**config.mk**
```make
export PLATFORM = sky130hd
export DESIGN_NAME = ac_swing_activity_detector_core
export DESIGN_NICKNAME = d
export VERILOG_FILES = /design/src/hdl/acsad_pkg.sv /design/src/hdl/ac_swing_activity_detector_core.sv /design/src/hdl/acsad_track.sv /design/src/hdl/acsad_avg.sv
export SDC_FILE = /design/constraint.sdc
export NUM_CORES = 1
export LEC_CHECK = 0
export BUFFER_PORTS_ARGS = -buffer_cell sky130_fd_sc_hd__buf_4
export CELL_PAD_IN_SITES_DETAIL_PLACEMENT = 0
export CELL_PAD_IN_SITES_GLOBAL_PLACEMENT = 1
export CORE_MARGIN = 1
export CORE_UTILIZATION = 25
export DETAILED_ROUTE_END_ITERATION = 12
export PLACE_DENSITY = 0.47
export SETUP_SLACK_MARGIN = 0.4
export SYNTH_ARGS = -nofsm -noshare
export SYNTH_HDL_FRONTEND = slang
export SYNTH_HIERARCHICAL = 1
export SYNTH_SLANG_ARGS = --single-unit
export TNS_END_PERCENT = 30
```
**constraint.sdc**
```tcl
create_clock -name clk -period 10.9 [get_ports clk]
set_input_delay 2.18 -clock clk [delete_from_list [all_inputs] [get_ports clk]]
set_output_delay 2.18 -clock clk [all_outputs]
set_load 0.02 [all_outputs]
```
**src/hdl/acsad_pkg.sv**
```systemverilog
// Package for the AC swing activity detector.
// Shared widths, defaults, register indexes and inter-module structs.
// No dependencies.
package acsad_pkg;

	localparam int SAMPLE_W   = 12;
	localparam int MIN_W      = 16;
	localparam int CNT_W      = 16;
	localparam int SUM_W      = 16;
	localparam int TDATA_W    = 16;
	localparam int CFG_ADDR_W = 2;
	localparam int CFG_DATA_W = 16;
	localparam int RECIP_SH   = 20;

	localparam int WINDOWS_DEF    = 5;
	localparam int SAMPLE_MAX_DEF = 4095;

	localparam logic [SAMPLE_W-1:0] THRESHOLD_RST  = 12'd100;
	localparam logic [CNT_W-1:0]    WIN_LENGTH_RST = 16'd1000;

	typedef enum logic [CFG_ADDR_W-1:0] {
		CFG_THRESHOLD_CH0 = 2'd0,
		CFG_THRESHOLD_CH1 = 2'd1,
		CFG_WINDOW_LENGTH = 2'd2
	} cfg_idx_t;

	typedef struct packed {
		logic             emit;
		logic             ch;
		logic [SUM_W-1:0] sum;
	} trk_res_t;

	typedef struct packed {
		logic s2_vld;
		logic s2_free;
	} avg_stat_t;

endpackage

```
**src/hdl/ac_swing_activity_detector_core.sv**
```systemverilog
// AC swing activity detector, top level.
// Result path: the sample closing a measurement passes the input register, the average
// stage and the result register before its result beat becomes valid.
// Throughput: one sample per cycle unless a result is blocked at the average stage.
// Reset: asynchronous, clears all channel state and valids, loads register defaults.
// Depends on acsad_pkg, acsad_track, acsad_avg.
module ac_swing_activity_detector_core #(
	parameter int WINDOWS    = acsad_pkg::WINDOWS_DEF,
	parameter int SAMPLE_MAX = acsad_pkg::SAMPLE_MAX_DEF
) (
	input  logic                             clk,
	input  logic                             arst_n,
	input  logic                             cfg_we,
	input  logic [acsad_pkg::CFG_ADDR_W-1:0] cfg_addr,
	input  logic [acsad_pkg::CFG_DATA_W-1:0] cfg_wdata,
	input  logic                             s_tvalid,
	output logic                             s_tready,
	input  logic [acsad_pkg::TDATA_W-1:0]    s_tdata,  // [11:0] sample
	input  logic                             s_tuser,  // [0] channel
	output logic                             m_tvalid,
	input  logic                             m_tready,
	output logic [acsad_pkg::TDATA_W-1:0]    m_tdata,  // [11:0] average_swing, [12] running
	output logic                             m_tuser   // [0] out_channel
);

	logic [acsad_pkg::SAMPLE_W-1:0] thr0_q;
	logic [acsad_pkg::SAMPLE_W-1:0] thr1_q;
	logic [acsad_pkg::CNT_W-1:0]    wlen_q;

	logic                           vld_s1;
	logic [acsad_pkg::SAMPLE_W-1:0] sample_s1;
	logic                           ch_s1;
	logic                           adv_s1;

	acsad_pkg::trk_res_t  trk_res;
	acsad_pkg::avg_stat_t avg_stat;

	logic                           out_ch;
	logic [acsad_pkg::SAMPLE_W-1:0] out_avg;
	logic                           out_run;

	always_ff @(posedge clk or negedge arst_n) begin
		if (!arst_n) begin
			thr0_q <= acsad_pkg::THRESHOLD_RST;
			thr1_q <= acsad_pkg::THRESHOLD_RST;
			wlen_q <= acsad_pkg::WIN_LENGTH_RST;
		end else if (cfg_we) begin
			case (acsad_pkg::cfg_idx_t'(cfg_addr))
				acsad_pkg::CFG_THRESHOLD_CH0: begin
					thr0_q <= cfg_wdata[acsad_pkg::SAMPLE_W-1:0];
				end
				acsad_pkg::CFG_THRESHOLD_CH1: begin
					thr1_q <= cfg_wdata[acsad_pkg::SAMPLE_W-1:0];
				end
				acsad_pkg::CFG_WINDOW_LENGTH: begin
					wlen_q <= cfg_wdata[acsad_pkg::CNT_W-1:0];
				end
				default: begin
				end
			endcase
		end
	end

	// a beat without a result never waits on the output side
	assign adv_s1   = vld_s1 && (!trk_res.emit || avg_stat.s2_free);
	assign s_tready = !vld_s1 || adv_s1;

	always_ff @(posedge clk or negedge arst_n) begin
		if (!arst_n)
			vld_s1 <= 1'b0;
		else if (s_tready)
			vld_s1 <= s_tvalid;
	end

	always_ff @(posedge clk) begin
		if (s_tready && s_tvalid) begin
			sample_s1 <= s_tdata[acsad_pkg::SAMPLE_W-1:0];
			ch_s1     <= s_tuser;
		end
	end

	acsad_track #(
		.WINDOWS    (WINDOWS),
		.SAMPLE_MAX (SAMPLE_MAX)
	) u_track (
		.clk           (clk),
		.arst_n        (arst_n),
		.adv           (adv_s1),
		.sample        (sample_s1),
		.ch            (ch_s1),
		.window_length (wlen_q),
		.res           (trk_res)
	);

	acsad_avg #(
		.WINDOWS (WINDOWS)
	) u_avg (
		.clk      (clk),
		.arst_n   (arst_n),
		.load     (adv_s1 && trk_res.emit),
		.res      (trk_res),
		.thr0     (thr0_q),
		.thr1     (thr1_q),
		.m_tready (m_tready),
		.m_tvalid (m_tvalid),
		.out_ch   (out_ch),
		.out_avg  (out_avg),
		.out_run  (out_run),
		.stat     (avg_stat)
	);

	assign m_tdata = {{(acsad_pkg::TDATA_W - acsad_pkg::SAMPLE_W - 1){1'b0}}, out_run, out_avg};
	assign m_tuser = out_ch;

	a_stall_holds: assert property (@(posedge clk) disable iff (!arst_n)
		vld_s1 && !adv_s1 |=> vld_s1 && $stable(sample_s1) && $stable(ch_s1))
		else $error("stalled input beat lost or changed");

	a_ready_low: assert property (@(posedge clk) disable iff (!arst_n)
		!s_tready |-> vld_s1 && trk_res.emit && !avg_stat.s2_free)
		else $error("input stalled without a blocked result");

	a_emit_lands: assert property (@(posedge clk) disable iff (!arst_n)
		adv_s1 && trk_res.emit |=> avg_stat.s2_vld)
		else $error("finished measurement not captured");

endmodule

```
**src/hdl/acsad_track.sv**
```systemverilog
// Per-channel window tracker: min/max, sample and window counts, swing sum.
// Combinational read-modify-write of the selected channel's state, registered on adv.
// Depends on acsad_pkg.
module acsad_track #(
	parameter int WINDOWS    = acsad_pkg::WINDOWS_DEF,
	parameter int SAMPLE_MAX = acsad_pkg::SAMPLE_MAX_DEF
) (
	input  logic                           clk,
	input  logic                           arst_n,
	input  logic                           adv,
	input  logic [acsad_pkg::SAMPLE_W-1:0] sample,
	input  logic                           ch,
	input  logic [acsad_pkg::CNT_W-1:0]    window_length,
	output acsad_pkg::trk_res_t            res
);

	localparam int WC_W = $clog2(WINDOWS + 1);
	localparam logic [acsad_pkg::MIN_W-1:0] MIN_RST = acsad_pkg::MIN_W'(SAMPLE_MAX);
	localparam logic [WC_W-1:0] WC_LAST = WC_W'(WINDOWS);

	logic [acsad_pkg::MIN_W-1:0]    min_q [2];
	logic [acsad_pkg::SAMPLE_W-1:0] max_q [2];
	logic [acsad_pkg::CNT_W-1:0]    cnt_q [2];
	logic [WC_W-1:0]                wc_q  [2];
	logic [acsad_pkg::SUM_W-1:0]    sum_q [2];

	logic [acsad_pkg::CNT_W-1:0]    len;
	logic [acsad_pkg::MIN_W-1:0]    sample_ext;
	logic [acsad_pkg::MIN_W-1:0]    new_min;
	logic [acsad_pkg::SAMPLE_W-1:0] new_max;
	logic [acsad_pkg::CNT_W:0]      cnt_nx;
	logic [acsad_pkg::MIN_W-1:0]    swing;
	logic [acsad_pkg::SUM_W-1:0]    sum_nx;
	logic [WC_W-1:0]                wc_nx;
	logic                           win_done;
	logic                           meas_done;

	always_comb begin
		len        = (window_length == '0) ? acsad_pkg::CNT_W'(1) : window_length;
		sample_ext = acsad_pkg::MIN_W'(sample);
		new_min    = (sample_ext < min_q[ch]) ? sample_ext : min_q[ch];
		new_max    = (sample > max_q[ch]) ? sample : max_q[ch];
		cnt_nx     = {1'b0, cnt_q[ch]} + (acsad_pkg::CNT_W+1)'(1);
		win_done   = cnt_nx >= {1'b0, len};
		// max >= sample >= min once the sample is folded in
		swing      = acsad_pkg::MIN_W'(new_max) - new_min;
		sum_nx     = sum_q[ch] + acsad_pkg::SUM_W'(swing);
		wc_nx      = wc_q[ch] + WC_W'(1);
		meas_done  = win_done && (wc_nx >= WC_LAST);
		res.emit   = meas_done;
		res.ch     = ch;
		res.sum    = sum_nx;
	end

	always_ff @(posedge clk or negedge arst_n) begin
		if (!arst_n) begin
			for (int i = 0; i < 2; i++) begin
				min_q[i] <= MIN_RST;
				max_q[i] <= '0;
				cnt_q[i] <= '0;
				wc_q[i]  <= '0;
				sum_q[i] <= '0;
			end
		end else if (adv) begin
			if (!win_done) begin
				min_q[ch] <= new_min;
				max_q[ch] <= new_max;
				cnt_q[ch] <= cnt_nx[acsad_pkg::CNT_W-1:0];
			end else begin
				min_q[ch] <= MIN_RST;
				max_q[ch] <= '0;
				cnt_q[ch] <= '0;
				if (meas_done) begin
					wc_q[ch]  <= '0;
					sum_q[ch] <= '0;
				end else begin
					wc_q[ch]  <= wc_nx;
					sum_q[ch] <= sum_nx;
				end
			end
		end
	end

endmodule

```
**src/hdl/acsad_avg.sv**
```systemverilog
// Averaging stage: sum / WINDOWS by reciprocal multiply, threshold compare,
// result register with its own valid. Depends on acsad_pkg.
module acsad_avg #(
	parameter int WINDOWS = acsad_pkg::WINDOWS_DEF
) (
	input  logic                           clk,
	input  logic                           arst_n,
	input  logic                           load,
	input  acsad_pkg::trk_res_t            res,
	input  logic [acsad_pkg::SAMPLE_W-1:0] thr0,
	input  logic [acsad_pkg::SAMPLE_W-1:0] thr1,
	input  logic                           m_tready,
	output logic                           m_tvalid,
	output logic                           out_ch,
	output logic [acsad_pkg::SAMPLE_W-1:0] out_avg,
	output logic                           out_run,
	output acsad_pkg::avg_stat_t           stat
);

	localparam int RECIP_W = acsad_pkg::RECIP_SH + 1;
	localparam int PROD_W  = acsad_pkg::SUM_W + RECIP_W;
	localparam logic [RECIP_W-1:0] RECIP =
		RECIP_W'((2 ** acsad_pkg::RECIP_SH + WINDOWS - 1) / WINDOWS);

	logic                        vld_s2;
	logic                        ch_s2;
	logic [acsad_pkg::SUM_W-1:0] sum_s2;
	logic                        vld_q;
	logic                        out_free;
	logic                        s2_free;
	logic [PROD_W-1:0]           prod;
	logic [acsad_pkg::SAMPLE_W-1:0] avg;
	logic [acsad_pkg::SAMPLE_W-1:0] thr;

	always_comb begin
		out_free = !vld_q || m_tready;
		s2_free  = !vld_s2 || out_free;
		prod     = {{RECIP_W{1'b0}}, sum_s2} * {{acsad_pkg::SUM_W{1'b0}}, RECIP};
		avg      = prod[acsad_pkg::RECIP_SH +: acsad_pkg::SAMPLE_W];
		thr      = ch_s2 ? thr1 : thr0;
		stat.s2_vld  = vld_s2;
		stat.s2_free = s2_free;
	end

	always_ff @(posedge clk or negedge arst_n) begin
		if (!arst_n) begin
			vld_s2 <= 1'b0;
			vld_q  <= 1'b0;
		end else begin
			if (s2_free)
				vld_s2 <= load;
			if (out_free)
				vld_q <= vld_s2;
		end
	end

	always_ff @(posedge clk) begin
		if (s2_free && load) begin
			ch_s2  <= res.ch;
			sum_s2 <= res.sum;
		end
		if (out_free && vld_s2) begin
			out_ch  <= ch_s2;
			out_avg <= avg;
			out_run <= avg > thr;
		end
	end

	assign m_tvalid = vld_q;

endmodule
```
Word-level counts from Yosys, hierarchy flattened
Cells that the tools add are included.
{"block": "word_totals", "ff_bits": 213, "latch_bits": 0, "ram_bits": 0, "romBits": 0, "input_bits": 40, "output_inout_bits": 19, "wordCells": 104, "mem_count": 0}
{"block": "classes", "add_sub_neg": 4, "n_mul": 1, "n_div": 0, "magnitude_cmp": 7, "eq_ne": 2, "shifts": 0, "mux": 35, "n_bitwise": 11, "n_reduce_logical": 21}
{"op": "2-to-1 mux 16 bit", "count": 12}
{"op": "bitwise mux 32 bit", "count": 3}
{"op": "2-to-1 mux 32 bit", "count": 3}
{"op": "2-to-1 mux 12 bit", "count": 6}
{"op": "AND 32 bit", "count": 2}
{"op": "inverter 32 bit", "count": 1}
{"op": "multiplier 16 x 16 -> 30 bit, second input constant", "count": 1}
{"op": "AND 24 bit", "count": 1}
{"op": "bitwise mux 24 bit", "count": 1}
{"op": "> comparator 12 bit", "count": 2}
{"op": "2-to-1 mux 24 bit", "count": 1}
{"op": "inverter 24 bit", "count": 1}
{"op": "bitwise OR 24 bit", "count": 1}
{"op": "adder 16 x 1 -> 17 bit, second input constant", "count": 1}
{"op": "greater-or-equal comparator 17 x 16 -> 1 bit", "count": 1}
{"op": "adder 16 bit", "count": 1}
{"op": "demux 16 bit (select 1 bit)", "count": 1}
{"op": "zero test 16 bit", "count": 1}
{"op": "less-than comparator 12 x 16 -> 1 bit", "count": 1}
{"op": "subtractor 12 x 16 -> 16 bit", "count": 1}
{"op": "demux 12 bit (select 1 bit)", "count": 1}
{"op": "2-to-1 mux 3 bit", "count": 4}
{"op": "AND 8 bit", "count": 1}
{"op": "inverter 8 bit", "count": 1}
{"op": "17 further kinds", "count": 32}

Logic depth before layout (Yosys ltp)
{"block": "logic_depth", "word_depth": 12, "ltp_mapped": 32, "mapped_depth_nobuf": 24}

Hierarchy
The synthesis kept the hierarchy.
{"module": "acsad_track", "instances": 1, "cells_each": 832, "area_per_inst_um2": 8294.2, "seq_area_each_um2": 3183.1}
{"module": "acsad_avg", "instances": 1, "cells_each": 565, "area_per_inst_um2": 6037.0, "seq_area_each_um2": 980.9}
{"module": "ac_swing_activity_detector_core", "instances": 1, "cells_each": 111, "area_per_inst_um2": 2013.2, "seq_area_each_um2": 1431.4}

Least setup slack after synthesis
No wires, ideal clock.
{"block": "synth_path", "path_type": "register to output", "start": "reg ch_s1", "end": "out s_tready", "arrival_ps": 4885, "required_time_ps": 8720, "path_slack_ps": 3835, "stages_incl_launch_ff": 27, "path_buffers": 9, "cell_sequence": "edfxtp_1 -> buf_6 -> buf_12 -> buf_12 -> buf_2 -> buf_2 -> buf_2 -> buf_2 -> mux2_2 -> ha_1 -> inv_1 -> a221oi_2 -> nand4_1 -> nor2_1 -> nor2b_1 -> o21ai_0 -> o21ai_0 -> ha_1 -> nand4_1 -> nor3_1 -> nand3_1 -> o211a_1 -> o21ai_1 -> buf_2 -> and2_1 -> buf_4 -> nand3b_1"}
{"block": "synth_between", "elab_chain_len": 11, "word_cells_on_any_way": 16, "cone_classes": "add/sub (2); order compare (2); mux (6); bitwise (1); reduce/logical (5)"}
{"item": "start, declared", "line_no": "ac_swing_activity_detector_core.sv:32", "source": "logic ch_s1;"}
{"item": "start signal, assigned", "line_no": "ac_swing_activity_detector_core.sv:78", "source": "ch_s1 <= s_tuser;"}
{"item": "inverter 1 -> 2 bit (implied by the code) (*)", "line_no": "acsad_track.sv:43, acsad_track.sv:48"}
{"item": "2-to-1 mux 16 bit (implied by the code) / 2-to-1 mux 3 bit (equally long branches) (3 in series)", "line_no": "acsad_track.sv:43, acsad_track.sv:48"}
{"item": "adder 16 x 1 -> 17 bit / adder 3 x 1 -> 3 bit (equally long branches)", "line_no": "acsad_track.sv:43, acsad_track.sv:48"}
{"item": "greater-or-equal comparator 17 x 16 -> 1 bit / greater-or-equal comparator 3 bit (equally long branches)", "line_no": "acsad_track.sv:44, acsad_track.sv:49"}
{"item": "logical AND 1 bit (*)", "line_no": "acsad_track.sv:49", "source": "meas_done = win_done && (wc_nx >= WC_LAST);"}
{"item": "net u_track.meas_done", "line_no": "acsad_track.sv:36", "source": "logic meas_done;"}
{"item": "zero test 1 bit (*)", "line_no": "ac_swing_activity_detector_core.sv:65", "source": "assign adv_s1 = vld_s1 && (!trk_res.emit || avg_stat.s2_free);"}
{"item": "logical OR 1 bit (*)", "line_no": "ac_swing_activity_detector_core.sv:65"}
{"item": "logical AND 1 bit (*)", "line_no": "ac_swing_activity_detector_core.sv:65"}
{"item": "logical OR 1 bit (*)", "line_no": "ac_swing_activity_detector_core.sv:66", "source": "assign s_tready = !vld_s1 || adv_s1;"}
{"item": "end, declared", "line_no": "ac_swing_activity_detector_core.sv:17", "source": "output logic s_tready,"}
Mark *: on every way through the listed nets, which the timed path passes. The rest lies on a longest branch. The select of a mux whose other input is x is not followed.

==> impl_metrics.env <==
export IMPL_leakagePower_uw=0.008720
export IMPL_layout_drive_gt1_share_pct=17.60
export IMPL_wl_per_cell_um=16.37
export IMPL_overflow=0
export IMPL_slowest_stage="buf_4"
export IMPL_setup_viol=0
export IMPL_crit_required_ps=8720
export IMPL_placedInstanceArea_mm2=0.01760
export IMPL_finClkSkew_ps=25.51
export IMPL_worstPathArrival_ps=5450
export IMPL_antenna_found_initial=0
export IMPL_worstHoldEndpoint="u_track/cnt_q[27]"
export IMPL_cts_sinks=213
export IMPL_r2r_end="u_avg/out_run"
export IMPL_synthToLayoutAreaGrowth_pct=13.79
export IMPL_ios=59
export IMPL_syn_cell_area_mm2=0.01634
export IMPL_dr_total_vias=10630
export IMPL_crit_chain="buf_4, mux2_2, ha_1, inv_1, a221oi_2, nand4_1, nor2_1, nor2b_1, o21ai_0, o21ai_0, ha_1, nand4_1, nor3_1, nand3_1, o211a_1, o21ai_1, buf_4, and2_1, nand3b_1, buf_4"
export IMPL_post_cts_setup_buffer_count=0
export IMPL_endpoint_kind="output port"
export IMPL_tightest_slew_ps=1123
export IMPL_nets=1876
export IMPL_finish_instance_area_mm2=0.01859
export IMPL_max_stage_delay_ps=540
export IMPL_grt_pass1_vias=11630
export IMPL_power_density_mw_per_mm2=233.8
export IMPL_path_class="reg -> out"
export IMPL_num_rows=93
export IMPL_grt_pass1_wl_um=65520
export IMPL_dieArea_mm2=0.06637
export IMPL_ant_nets=0
export IMPL_r2r_cells=22
export IMPL_final_period_utilization_pct=69.98
export IMPL_dr_pass1_iters=4
export IMPL_path_clk_slew_ps=60
export IMPL_grt_max_degree=99
export IMPL_ctsResizeCount=0
export IMPL_route_detailed_drc=0
export IMPL_hold_viol_final=0
export IMPL_max_clock_path_buffers=3
export IMPL_hold_buffers=0
export IMPL_slew_headroom_pct=24.83
export IMPL_clockRootBuffer="clkbuf_16"
export IMPL_io_buffers=51
export IMPL_fin_crit_ps=7627
export IMPL_drtIter0Drc=379
export IMPL_synthCells=1507
export IMPL_die_height_um=257.6
export IMPL_hp_start="u_track/cnt_q[27]"
export IMPL_initial_core_util_pct=25.34
export IMPL_ir_drop_mv=0.1178
export IMPL_cts_made_buffers=27
export IMPL_core_mm2=0.06446
export IMPL_die_w_um=257.6
export IMPL_hpwl_um=30870
export IMPL_whs_path_depth=2
export IMPL_start_kind="register"
export IMPL_crit_top_cell="buf_4"
export IMPL_synth_area_per_cell_um2=10.84
export IMPL_cap_violations=0
export IMPL_status="completed"
export IMPL_min_path_type="reg -> reg"
export IMPL_fillers=6799
export IMPL_setup_tns_final_ps=0
export IMPL_routabilityCongestion=0.7962
export IMPL_cts_max_level=1
export IMPL_routed_wl_um=39760
export IMPL_yosysWarnings=6
export IMPL_cts_tree="yes"
export IMPL_clkLatencyLatePin_ps=570
export IMPL_rsz0062_at_grt="no"
export IMPL_r2r_slack_ps=3770
export IMPL_drv_slew=0
export IMPL_grt_usage_pct=12.34
export IMPL_reg2reg_from="u_avg/sum_s2[7]"
export IMPL_crit_fanout=53
export IMPL_max_freq_ghz=0.1311
export IMPL_antennaDiodeCount=0
export IMPL_vias_per_cell=4.375
-- critical path: cells and delay by family, from the launching register on --
family / cells / cell delay [ps]
and+or+nand+nor: 8 / 1430
AOI/OAI and AO/OA: 5 / 1110
buffers and inverters: 4 / 1070
adders and majority gates: 2 / 590
DFF: 1 / 320
muxes: 1 / 320
-- per-layer routing --
layer / GRT usage [%] / wire (µm) / vias up
li1: - / - / 5272
met5: 0 / 0 / -
met3: 1.531 / 952 / 49
met4: 2.334 / 699 / 0
met1: 17.64 / 20200 / 5198
met2: 19.99 / 17900 / 109
-- sequential cells by signal, indices dropped and copies added, names as in the netlist, 16 cells and up --
| register | flops |
|---|---|
| u_track/cnt_q | 32 |
| u_track/min_q | 32 |
| u_track/sum_q | 32 |
| u_track/max_q | 24 |
| u_avg/sum_s2 | 16 |
| wlen_q | 16 |
-- per-stage QoR --
step	cells	power [µW]	utilization, %	worst slack, ps	hold WS [ps]
floorplan	1511	2831	-	3835	442.2
global placement	2379	3380	27.30	3774	458.1
detailed placement	2379	3411	27.30	3737	465.0
CTS	2429	4434	28.84	3111	480.8
global route	2429	4771	28.84	2814	488.8
finish	2429	4346	28.84	3273	475.7
-- worst max path at each step --
stage / slack [ps] / cells past startpoint / startpoint / end
2_1_floorplan: 3830 / 26 / ch_s1 / s_tready
3_3_place_gp: 3770 / 20 / ch_s1 / s_tready
3_5_place_dp: 3740 / 22 / u_avg/sum_s2[7] / u_avg/out_run
4_1_cts: 3110 / 20 / ch_s1 / s_tready
5_1_grt: 2810 / 20 / ch_s1 / s_tready
6_report: 3270 / 20 / ch_s1 / s_tready
-- layout by cell type, fill, tap and decap left out, drive strengths merged, types with 11 or more instances in the layout --
cell type,instances
inv,226
ha,191
dfrtp,133
nand2,102
mux2,93
fa,92
o21ai,73
buf,63
a21oi,61
mux2i,60
edfxtp,44
nor2,42
dfstp,36
clkbuf,35
xnor2,29
nor2b,26
a2bb2oi,25
nand3,19
a21o,19
xor2,18
and2,14
o31ai,14
nand4,13
nand2b,12
nor3,11
-- power breakdown --
| part | internal (µW) | total [µW] | switching, µW |
|---|---|---|---|
| Sequential | 1130 | 1250 | 117 |
| Clock | 609 | 981 | 372 |
| Combinational | 918 | 2120 | 1200 |
| Total | 2660 | 4350 | 1690 |
-- cell type report --
cell class	count	area, µm²	share of cell area [%]
flip-flops and latches	213	5595	30.10
well taps	855	1070	5.755
clock buffers	35	789.5	4.247
multi-input cells	1025	9622	51.76
clock inverters	15	198.9	1.070
repair buffers	63	476.7	2.564
inverters	223	837.1	4.503
No activity file was read; power rests on OpenSTA's default activity.
